<file path="src/hdl/sdrd_pkg.sv">
// Package for the SD SPI block read receiver: codes, field widths, shared types.
// Used by sdrd_out_if and every module of the block; depends on nothing.
package sdrd_pkg;

  localparam int unsigned MAX_BLOCK_BYTES = 4096;

  localparam int unsigned BLOCK_LEN_W = 13;
  localparam int unsigned WAIT_W      = 8;
  localparam int unsigned BYTE_IDX_W  = 12;
  localparam int unsigned CFG_DATA_W  = 13;
  localparam int unsigned CFG_IDX_W   = 1;

  localparam logic [BLOCK_LEN_W-1:0] BLOCK_LEN_RESET = 13'd512;
  localparam logic [WAIT_W-1:0]      WAIT_LIMIT_RESET = 8'd20;

  localparam logic [7:0]  START_TOKEN = 8'hFE;
  localparam logic [15:0] CRC_POLY    = 16'h1021;

  localparam logic [CFG_IDX_W-1:0] REG_BLOCK_LENGTH = 1'b0;
  localparam logic [CFG_IDX_W-1:0] REG_TOKEN_WAIT   = 1'b1;

  localparam logic KIND_ARM  = 1'b0;
  localparam logic KIND_BYTE = 1'b1;

  typedef enum logic [2:0] {
    PH_IDLE,
    PH_TOKEN,
    PH_DATA,
    PH_CRC_HI,
    PH_CRC_LO
  } phase_e;

  typedef enum logic [1:0] {
    EV_DATA    = 2'd0,
    EV_OK      = 2'd1,
    EV_BAD_CRC = 2'd2,
    EV_TIMEOUT = 2'd3
  } event_e;

  typedef struct packed {
    logic       kind;
    logic [7:0] rx_byte;
  } item_t;

  typedef struct packed {
    event_e                event_res;
    logic [7:0]            data_byte;
    logic [BYTE_IDX_W-1:0] byte_index;
  } result_t;

  typedef struct packed {
    logic [BLOCK_LEN_W-1:0] block_length;
    logic [WAIT_W-1:0]      token_wait_limit;
  } cfg_t;

endpackage

</file>
<file path="src/hdl/sdrd_if.sv">
// Valid/ready stream interfaces for the byte input and the event output.
// Depends on sdrd_pkg for field widths.
interface sdrd_in_if;
  logic       valid;
  logic       ready;
  logic       kind;
  logic [7:0] rx_byte;

  modport source (output valid, output kind, output rx_byte, input ready);
  modport sink (input valid, input kind, input rx_byte, output ready);
endinterface

interface sdrd_out_if;
  logic                           valid;
  logic                           ready;
  logic [1:0]                     event_res;
  logic [7:0]                     data_byte;
  logic [sdrd_pkg::BYTE_IDX_W-1:0] byte_index;

  modport source (output valid, output event_res, output data_byte, output byte_index,
                  input ready);
  modport sink (input valid, input event_res, input data_byte, input byte_index,
                output ready);
endinterface

</file>
<file path="src/hdl/sdrd_crc_byte.sv">
// One-byte update of CRC-16 (poly 0x1021, MSB first, no reflection).
// Depends on sdrd_pkg for the polynomial.
module sdrd_crc_byte (
  input  logic [15:0] crc_i,
  input  logic [7:0]  byte_i,
  output logic [15:0] crc_o
);

  always_comb begin
    logic [15:0] c;
    c = crc_i ^ {byte_i, 8'h00};
    for (int i = 0; i < 8; i++) begin
      if (c[15]) begin
        c = {c[14:0], 1'b0} ^ sdrd_pkg::CRC_POLY;
      end else begin
        c = {c[14:0], 1'b0};
      end
    end
    crc_o = c;
  end

endmodule

</file>
<file path="src/hdl/sdrd_core.sv">
// Block reception state machine: token scan with timeout, data count, CRC check.
// Depends on sdrd_pkg and sdrd_crc_byte.
module sdrd_core #(
  parameter int unsigned MAX_BLOCK_BYTES = sdrd_pkg::MAX_BLOCK_BYTES
) (
  input  logic              clk_i,
  input  logic              rst_ni,
  input  logic              step_i,
  input  sdrd_pkg::item_t   item_i,
  input  sdrd_pkg::cfg_t    cfg_i,
  output logic              res_valid_o,
  output sdrd_pkg::result_t res_o
);

  localparam int unsigned CW = $clog2(MAX_BLOCK_BYTES + 1);
  localparam int unsigned LW = (CW > sdrd_pkg::BLOCK_LEN_W) ? CW : sdrd_pkg::BLOCK_LEN_W;
  localparam logic [LW-1:0] MAX_LEN = LW'(MAX_BLOCK_BYTES);

  sdrd_pkg::phase_e phase_q, phase_d;
  logic [sdrd_pkg::WAIT_W-1:0] wait_q, wait_d;
  logic [CW-1:0]    byte_cnt_q, byte_cnt_d;
  logic [15:0]      crc_q, crc_d;
  logic [7:0]       crc_hi_q, crc_hi_d;

  logic [15:0]      crc_next;
  logic [LW-1:0]    eff_len;
  logic [sdrd_pkg::WAIT_W-1:0] limit;
  logic [sdrd_pkg::WAIT_W-1:0] wait_inc;
  logic [CW-1:0]    byte_inc;

  sdrd_crc_byte u_crc (
    .crc_i  (crc_q),
    .byte_i (item_i.rx_byte),
    .crc_o  (crc_next)
  );

  // Zero length acts as one, oversize saturates.
  always_comb begin
    eff_len = LW'(cfg_i.block_length);
    if (eff_len == '0) begin
      eff_len = LW'(1);
    end
    if (eff_len > MAX_LEN) begin
      eff_len = MAX_LEN;
    end
  end

  assign limit    = (cfg_i.token_wait_limit == '0) ? sdrd_pkg::WAIT_W'(1)
                                                   : cfg_i.token_wait_limit;
  assign wait_inc = wait_q + sdrd_pkg::WAIT_W'(1);
  assign byte_inc = byte_cnt_q + CW'(1);

  always_comb begin
    phase_d     = phase_q;
    wait_d      = wait_q;
    byte_cnt_d  = byte_cnt_q;
    crc_d       = crc_q;
    crc_hi_d    = crc_hi_q;
    res_valid_o = 1'b0;
    res_o       = '{event_res: sdrd_pkg::EV_DATA, data_byte: 8'h00, byte_index: '0};

    if (item_i.kind == sdrd_pkg::KIND_ARM) begin
      // Arm restarts a scan, abandoning any block in progress.
      phase_d    = sdrd_pkg::PH_TOKEN;
      wait_d     = '0;
      byte_cnt_d = '0;
      crc_d      = '0;
      crc_hi_d   = '0;
    end else begin
      case (phase_q)
        sdrd_pkg::PH_IDLE: begin
        end
        sdrd_pkg::PH_TOKEN: begin
          if (item_i.rx_byte == sdrd_pkg::START_TOKEN) begin
            phase_d    = sdrd_pkg::PH_DATA;
            byte_cnt_d = '0;
            crc_d      = '0;
          end else begin
            wait_d = wait_inc;
            if (wait_inc >= limit) begin
              phase_d         = sdrd_pkg::PH_IDLE;
              res_valid_o     = 1'b1;
              res_o.event_res = sdrd_pkg::EV_TIMEOUT;
            end
          end
        end
        sdrd_pkg::PH_DATA: begin
          crc_d            = crc_next;
          res_valid_o      = 1'b1;
          res_o.data_byte  = item_i.rx_byte;
          res_o.byte_index = sdrd_pkg::BYTE_IDX_W'(byte_cnt_q);
          byte_cnt_d       = byte_inc;
          if (LW'(byte_inc) >= eff_len) begin
            phase_d = sdrd_pkg::PH_CRC_HI;
          end
        end
        sdrd_pkg::PH_CRC_HI: begin
          crc_hi_d = item_i.rx_byte;
          phase_d  = sdrd_pkg::PH_CRC_LO;
        end
        sdrd_pkg::PH_CRC_LO: begin
          phase_d     = sdrd_pkg::PH_IDLE;
          res_valid_o = 1'b1;
          res_o.event_res = ({crc_hi_q, item_i.rx_byte} == crc_q) ? sdrd_pkg::EV_OK
                                                                  : sdrd_pkg::EV_BAD_CRC;
        end
        default: begin
          phase_d = sdrd_pkg::PH_IDLE;
        end
      endcase
    end
  end

  always_ff @(posedge clk_i or negedge rst_ni) begin
    if (!rst_ni) begin
      phase_q    <= sdrd_pkg::PH_IDLE;
      wait_q     <= '0;
      byte_cnt_q <= '0;
      crc_q      <= '0;
      crc_hi_q   <= '0;
    end else if (step_i) begin
      phase_q    <= phase_d;
      wait_q     <= wait_d;
      byte_cnt_q <= byte_cnt_d;
      crc_q      <= crc_d;
      crc_hi_q   <= crc_hi_d;
    end
  end

endmodule

</file>
<file path="src/hdl/sd_spi_block_read_receiver.sv">
// SD SPI data block receiver, read path. Accepts one byte item per clock while the
// result register is not blocked, and returns at most one event per item: each data
// byte with its index, then CRC ok or mismatch, or a token timeout. An item passes an
// input register and then a result register, where its event is held until taken; the
// one-byte CRC-16 update sits between those registers. Configure block_length and
// token_wait_limit only while no item is in flight.
// Depends on sdrd_pkg, sdrd_if, sdrd_crc_byte and sdrd_core.
module sd_spi_block_read_receiver #(
  parameter int unsigned MAX_BLOCK_BYTES = sdrd_pkg::MAX_BLOCK_BYTES
) (
  input  logic                               clk_i,
  input  logic                               rst_ni,
  sdrd_in_if.sink                            in_i,
  sdrd_out_if.source                         out_o,
  input  logic                               cfg_we_i,
  input  logic [sdrd_pkg::CFG_IDX_W-1:0]     cfg_idx_i,
  input  logic [sdrd_pkg::CFG_DATA_W-1:0]    cfg_data_i
);

  sdrd_pkg::cfg_t    cfg_q, cfg_d;
  logic              s1_valid_q, s1_valid_d;
  sdrd_pkg::item_t   s1_item_q;
  logic              out_valid_q, out_valid_d;
  sdrd_pkg::result_t out_res_q;

  logic              out_free;
  logic              s1_adv;
  logic              in_xfer;
  logic              res_valid;
  sdrd_pkg::result_t res;

  assign out_free  = !out_valid_q || out_o.ready;
  assign s1_adv    = s1_valid_q && out_free;
  assign in_i.ready = !s1_valid_q || out_free;
  assign in_xfer   = in_i.valid && in_i.ready;

  always_comb begin
    cfg_d = cfg_q;
    if (cfg_we_i) begin
      case (cfg_idx_i)
        sdrd_pkg::REG_BLOCK_LENGTH: cfg_d.block_length = cfg_data_i;
        sdrd_pkg::REG_TOKEN_WAIT:   cfg_d.token_wait_limit = cfg_data_i[sdrd_pkg::WAIT_W-1:0];
        default: begin
        end
      endcase
    end
  end

  always_ff @(posedge clk_i or negedge rst_ni) begin
    if (!rst_ni) begin
      cfg_q <= '{block_length: sdrd_pkg::BLOCK_LEN_RESET,
                 token_wait_limit: sdrd_pkg::WAIT_LIMIT_RESET};
    end else begin
      cfg_q <= cfg_d;
    end
  end

  // Input register: hold while the result register is blocked.
  assign s1_valid_d = in_xfer ? 1'b1 : (s1_adv ? 1'b0 : s1_valid_q);

  always_ff @(posedge clk_i or negedge rst_ni) begin
    if (!rst_ni) begin
      s1_valid_q <= 1'b0;
    end else begin
      s1_valid_q <= s1_valid_d;
    end
  end

  always_ff @(posedge clk_i) begin
    if (in_xfer) begin
      s1_item_q <= '{kind: in_i.kind, rx_byte: in_i.rx_byte};
    end
  end

  sdrd_core #(
    .MAX_BLOCK_BYTES (MAX_BLOCK_BYTES)
  ) u_core (
    .clk_i       (clk_i),
    .rst_ni      (rst_ni),
    .step_i      (s1_adv),
    .item_i      (s1_item_q),
    .cfg_i       (cfg_q),
    .res_valid_o (res_valid),
    .res_o       (res)
  );

  // Result register: items without an event still drain through.
  assign out_valid_d = out_free ? (s1_adv && res_valid) : out_valid_q;

  always_ff @(posedge clk_i or negedge rst_ni) begin
    if (!rst_ni) begin
      out_valid_q <= 1'b0;
    end else begin
      out_valid_q <= out_valid_d;
    end
  end

  always_ff @(posedge clk_i) begin
    if (out_free && s1_adv && res_valid) begin
      out_res_q <= res;
    end
  end

  assign out_o.valid      = out_valid_q;
  assign out_o.event_res  = out_res_q.event_res;
  assign out_o.data_byte  = out_res_q.data_byte;
  assign out_o.byte_index = out_res_q.byte_index;

  a_ready_when_free : assert property (@(posedge clk_i) disable iff (!rst_ni)
    !out_valid_q |-> in_i.ready)
    else $error("input stalled while result register is free");

  a_load_from_stage : assert property (@(posedge clk_i) disable iff (!rst_ni)
    $rose(out_valid_q) |-> $past(s1_adv))
    else $error("result appeared without an input stage advance");

  a_status_no_payload : assert property (@(posedge clk_i) disable iff (!rst_ni)
    (out_valid_q && out_res_q.event_res != sdrd_pkg::EV_DATA)
      |-> (out_res_q.data_byte == 8'h00 && out_res_q.byte_index == '0))
    else $error("status event carries nonzero payload");

endmodule

</file>
<file path="src/flat_wrapper.sv">
// flat-port wrapper written by rule: the top's interface ports become plain ports
module sd_spi_block_read_receiver_flat 
#(
  parameter int unsigned MAX_BLOCK_BYTES = sdrd_pkg::MAX_BLOCK_BYTES
)
  (clk_i, rst_ni, cfg_we_i, cfg_idx_i, cfg_data_i, in_i_valid, in_i_kind, in_i_rx_byte, in_i_ready, out_o_valid, out_o_event_res, out_o_data_byte, out_o_byte_index, out_o_ready);
  sdrd_in_if in_i_i ();
  sdrd_out_if out_o_i ();
  input  logic clk_i;
  input  logic rst_ni;
  input  logic cfg_we_i;
  input  logic [sdrd_pkg::CFG_IDX_W-1:0] cfg_idx_i;
  input  logic [sdrd_pkg::CFG_DATA_W-1:0] cfg_data_i;
  input wire logic [$bits(in_i_i.valid)-1:0] in_i_valid;
  input wire logic [$bits(in_i_i.kind)-1:0] in_i_kind;
  input wire logic [$bits(in_i_i.rx_byte)-1:0] in_i_rx_byte;
  output wire logic [$bits(in_i_i.ready)-1:0] in_i_ready;
  output wire logic [$bits(out_o_i.valid)-1:0] out_o_valid;
  output wire logic [$bits(out_o_i.event_res)-1:0] out_o_event_res;
  output wire logic [$bits(out_o_i.data_byte)-1:0] out_o_data_byte;
  output wire logic [$bits(out_o_i.byte_index)-1:0] out_o_byte_index;
  input wire logic [$bits(out_o_i.ready)-1:0] out_o_ready;
  assign in_i_i.valid = in_i_valid;
  assign in_i_i.kind = in_i_kind;
  assign in_i_i.rx_byte = in_i_rx_byte;
  assign in_i_ready = in_i_i.ready;
  assign out_o_valid = out_o_i.valid;
  assign out_o_event_res = out_o_i.event_res;
  assign out_o_data_byte = out_o_i.data_byte;
  assign out_o_byte_index = out_o_i.byte_index;
  assign out_o_i.ready = out_o_ready;
  sd_spi_block_read_receiver #(.MAX_BLOCK_BYTES(MAX_BLOCK_BYTES)) u_core (.clk_i(clk_i), .rst_ni(rst_ni), .in_i(in_i_i), .out_o(out_o_i), .cfg_we_i(cfg_we_i), .cfg_idx_i(cfg_idx_i), .cfg_data_i(cfg_data_i));
endmodule
</file>
<file path="config.mk">
export PLATFORM = sky130hd
export DESIGN_NAME = sd_spi_block_read_receiver_flat
export DESIGN_NICKNAME = d
export VERILOG_FILES = /design/src/hdl/sdrd_pkg.sv /design/src/hdl/sdrd_if.sv /design/src/hdl/sdrd_crc_byte.sv /design/src/hdl/sdrd_core.sv /design/src/hdl/sd_spi_block_read_receiver.sv /design/src/flat_wrapper.sv
export SDC_FILE = /design/constraint.sdc
export NUM_CORES = 1
export LEC_CHECK = 0
export ABC_AREA = 1
export BUFFER_PORTS_ARGS = -buffer_cell sky130_fd_sc_hd__buf_2
export CORE_MARGIN = 5
export CORE_UTILIZATION = 32
export CTS_CLUSTER_DIAMETER = 200
export DETAILED_ROUTE_END_ITERATION = 8
export PLACE_DENSITY = 0.54
export SYNTH_ARGS = -nofsm -noshare
export SYNTH_HDL_FRONTEND = slang
export SYNTH_SLANG_ARGS = --single-unit
</file>
<file path="constraint.sdc">
create_clock -name clk_i -period 4.21 [get_ports clk_i]
set_clock_uncertainty 0.15 [all_clocks]
set_input_delay 0.2105 -clock clk_i [delete_from_list [all_inputs] [get_ports clk_i]]
set_output_delay 0.2105 -clock clk_i [all_outputs]
set_load 0.05 [all_outputs]
</file>
==> metrics.txt <==
Crit. End Element=flip-flop; routed via count=between 4000 and 5000; wire length after detailed routing=roughly 12 mm; area added between synthesis and finish=19.9%; run status=completed; number of failing setup endpoints in the final timing report=0; Synth Net Count=643; crit path from=u_core.u_core.wait_q[2]; die width=140 um; all-layer global routing usage=12.8%; Starting DRT DRC Count=222; syn_area_per_cell=9.10 sq um; number of distinct library cell variants in the gate-level netlist after synthesis=39; die area=slightly below 0.02 sq mm; post-layout power=between 2 and 2.5 mW; Port-buffer cells=51; final standard cell utilization of the core=around 39%; max-slew headroom at the worst pin=42.2%; dpl ws=1.21 ns; initial antenna violation count=0; CP Class=reg -> reg; CTS tree=yes; primary flip-flop cell chosen by synthesis mapping=sky130_fd_sc_hd__dfrtp_1; post-synthesis instance area=0.00539 sq mm; max-slew violation count=0; final weighted congestion in routability-driven placement=0.867; post-DR vias/cell=4.51; count of boundary I/O pins=52; # H-tree levels=3; required time of the worst setup path=4.08 ns; cell type with the highest aggregate area in the netlist=sky130_fd_sc_hd__dfrtp_1; sequential share of the synthesized area=50.3%; Power Dens Cells=378 mW/mm^2; buffer cell driving the clock tree root=sky130_fd_sc_hd__clkbuf_16; startpoint kind of the worst setup timing path=flip-flop; VDD IR-drop max=222 uV; smallest setup slack after layout=1.20 ns; maximum operating frequency=332 MHz; Inserted Diodes=0; most repeated cell in the gate-level netlist after synthesis=sky130_fd_sc_hd__nand2_1; maximum capacitance violations=0; TNS Setup=0 ns; Yosys reg bits=102; Antenna Nets Post-Route=0; clock latency of the later-clocked register in the worst-skew pair=between 0.3 and 0.4 ns; largest fanout on the critical path=22; number of enable flip-flop cells after synthesis=31; count of clock tree sinks=102; gr ovfl total=0; Leakage=3.09 nW; first-pass detailed-route iteration total=4; wire length of the first global-routing pass=20.3 mm; Final HPWL DP=9.03 mm; time the final worst path needs with I/O delays and setup=3.01 ns; cells after synthesis=592; clock slew seen by the registers of the worst setup and hold paths=0.07 ns; DRC errors left=0; part of the cycle the worst path needs=71.5%; number of buffers inserted during clock tree synthesis=9; endpoints failing hold=0; row count=between 40 and 50; die height=140 um; pin count of the biggest net entering global routing=38; Least-Margin Pin Slew=about 0.87 ns; worst reg2reg startpoint=u_core.u_core.wait_q[2]; FFs w/ async S/R, synth=approximately 70%; final net count=just over 700; Synth top area share=a little under a third; most numerous cell types in the synthesized netlist=sky130_fd_sc_hd__nand2_1, sky130_fd_sc_hd__inv_1, sky130_fd_sc_hd__dfrtp_1, sky130_fd_sc_hd__nor2_1, sky130_fd_sc_hd__xor2_1; vias in the first global route=slightly above 4000; routed len/inst=13.5 um; synth top area cells=sky130_fd_sc_hd__dfrtp_1, sky130_fd_sc_hd__edfxtp_1, sky130_fd_sc_hd__nand2_1; number of warning messages in the yosys log=0; Starting Density=between 30% and 40%; Max Root-Sink Buffers=2; arrival time reported for the critical path endpoint=2.88 ns; classification of the worst-slack hold path=in -> reg; setup repair after global routing missed its margin=false; Hold Crit Start=cfg_data_i[1]; share of cells above drive strength 1=between 10% and 20%; core area=0.0165 sq mm
[worst max-delay path, cell delays in order (launching register included)]
cell and delay, ns:
sky130_fd_sc_hd__dfrtp_1 0.39, sky130_fd_sc_hd__inv_1 0.07, sky130_fd_sc_hd__nor3_1 0.35, sky130_fd_sc_hd__nand4_1 0.20, sky130_fd_sc_hd__o21ai_1 0.16, sky130_fd_sc_hd__nand2_1 0.08, sky130_fd_sc_hd__ha_1 0.31, sky130_fd_sc_hd__nand2_1 0.07
sky130_fd_sc_hd__o21a_1 0.19, sky130_fd_sc_hd__nand2_1 0.07, sky130_fd_sc_hd__nand3_1 0.10, sky130_fd_sc_hd__nand2_1 0.08, sky130_fd_sc_hd__nand2_1 0.07, sky130_fd_sc_hd__inv_1 0.06, sky130_fd_sc_hd__buf_4 0.30
[layout by cell type, fill, tap and decap left out, types with 2 or more instances in the layout]
master / instances
sky130_fd_sc_hd__xnor2_1: 11
sky130_fd_sc_hd__inv_1: 94
sky130_fd_sc_hd__bufinv_16: 3
sky130_fd_sc_hd__nor4_1: 4
sky130_fd_sc_hd__o21ai_1: 5
sky130_fd_sc_hd__nand3_2: 2
sky130_fd_sc_hd__mux2_2: 4
sky130_fd_sc_hd__o21ai_2: 4
sky130_fd_sc_hd__buf_4: 2
sky130_fd_sc_hd__ha_1: 23
sky130_fd_sc_hd__xnor2_2: 2
sky130_fd_sc_hd__nand3_1: 18
sky130_fd_sc_hd__clkinv_4: 2
sky130_fd_sc_hd__inv_4: 2
sky130_fd_sc_hd__inv_2: 8
sky130_fd_sc_hd__a21oi_1: 16
sky130_fd_sc_hd__clkbuf_16: 9
sky130_fd_sc_hd__edfxtp_1: 31
sky130_fd_sc_hd__o22ai_1: 21
sky130_fd_sc_hd__nand4_1: 5
sky130_fd_sc_hd__nor2_1: 45
sky130_fd_sc_hd__o22ai_2: 7
sky130_fd_sc_hd__nor3_1: 7
sky130_fd_sc_hd__dlygate4sd3_1: 24
sky130_fd_sc_hd__nand2_1: 132
sky130_fd_sc_hd__dfrtp_1: 68
sky130_fd_sc_hd__buf_2: 51
sky130_fd_sc_hd__o21ai_0: 27
sky130_fd_sc_hd__dfstp_2: 3
sky130_fd_sc_hd__xor2_1: 33
[where the power goes]
part | total, mW | switching (mW) | internal (mW)
clock | 0.957 | 0.373 | 0.583
combinational | 0.370 | 0.238 | 0.131
sequential | 1.12 | 0.0449 | 1.07
[final timing paths]
check | end | slack [ns] | depth (start not counted)
setup / recovery | u_core.out_o.byte_index[8] | 1.20 | 14
max in group asynchronous | u_core.u_core.crc_hi_q[0] | 2.56 | 3
setup reg to reg | u_core.out_o.byte_index[8] | 1.20 | 14
hold / removal | u_core.cfg_q[9] | 0.007 | 3
min in group asynchronous | u_core.cfg_q[3] | 0.36 | 2
hold reg to reg | u_core.cfg_q[5] | 0.35 | 2
[logic make-up after synthesis]
group | after synthesis | synth area share, %
muxes | 4 | 0.836
buffers and inverters | 113 | 8.34
and+or+nand+nor | 219 | 17.5
xor gates and xnor gates | 46 | 7.76
DFF | 102 | 50.3
adders and majority gates | 23 | 5.34
AOI/OAI and AO/OA | 85 | 9.94
[per-layer routing]
layer,global-route usage [%],vias to the layer above,share of wire (%)
li1,-,2074,-
met1,17.5,1876,49
met2,19.9,69,45
met3,2.54,20,4.0
met4,5.41,0,2.1
met5,0,-,0
[stage by stage]
stage	hold slack [ns]	instances	instance area (sq um)
2_1_floorplan	-0.235	592	5390
3_3_place_gp	0.221	855	5870
3_5_place_dp	0.228	855	5870
4_1_cts	0.000134	895	6460
5_1_grt	0.0310	895	6460
6_report	0.00709	895	6460
[cell type report]
cell class,count,area [sq um]
clock buffer,9,225
clock inverter,7,121
fill,1661,10100
inverter,103,389
multi-input combinational,377,2230
sequential,102,2710
tap,220,275
timing repair buffer,77,510
[state kept, by name, indices dropped and copies added, names as in the netlist, 2 cells and up]
register and count:
u_core.cfg_q 21, u_core.out_o.byte_index 12, u_core.out_o.data_byte 8, u_core.out_o.event_res 2
u_core.s1_item_q 9, u_core.u_core.byte_cnt_q 13, u_core.u_core.crc_hi_q 8, u_core.u_core.crc_q 16
u_core.u_core.phase_q 3, u_core.u_core.wait_q 8
[what timing repair did]
item	in CTS	in global routing
setup endpoints to repair	0	0
setup buffers	0	0
hold buffers	24	0
hold endpoints to repair	59	0
resized for setup	0	0
Note: power is estimated with default switching activity, not from simulation.
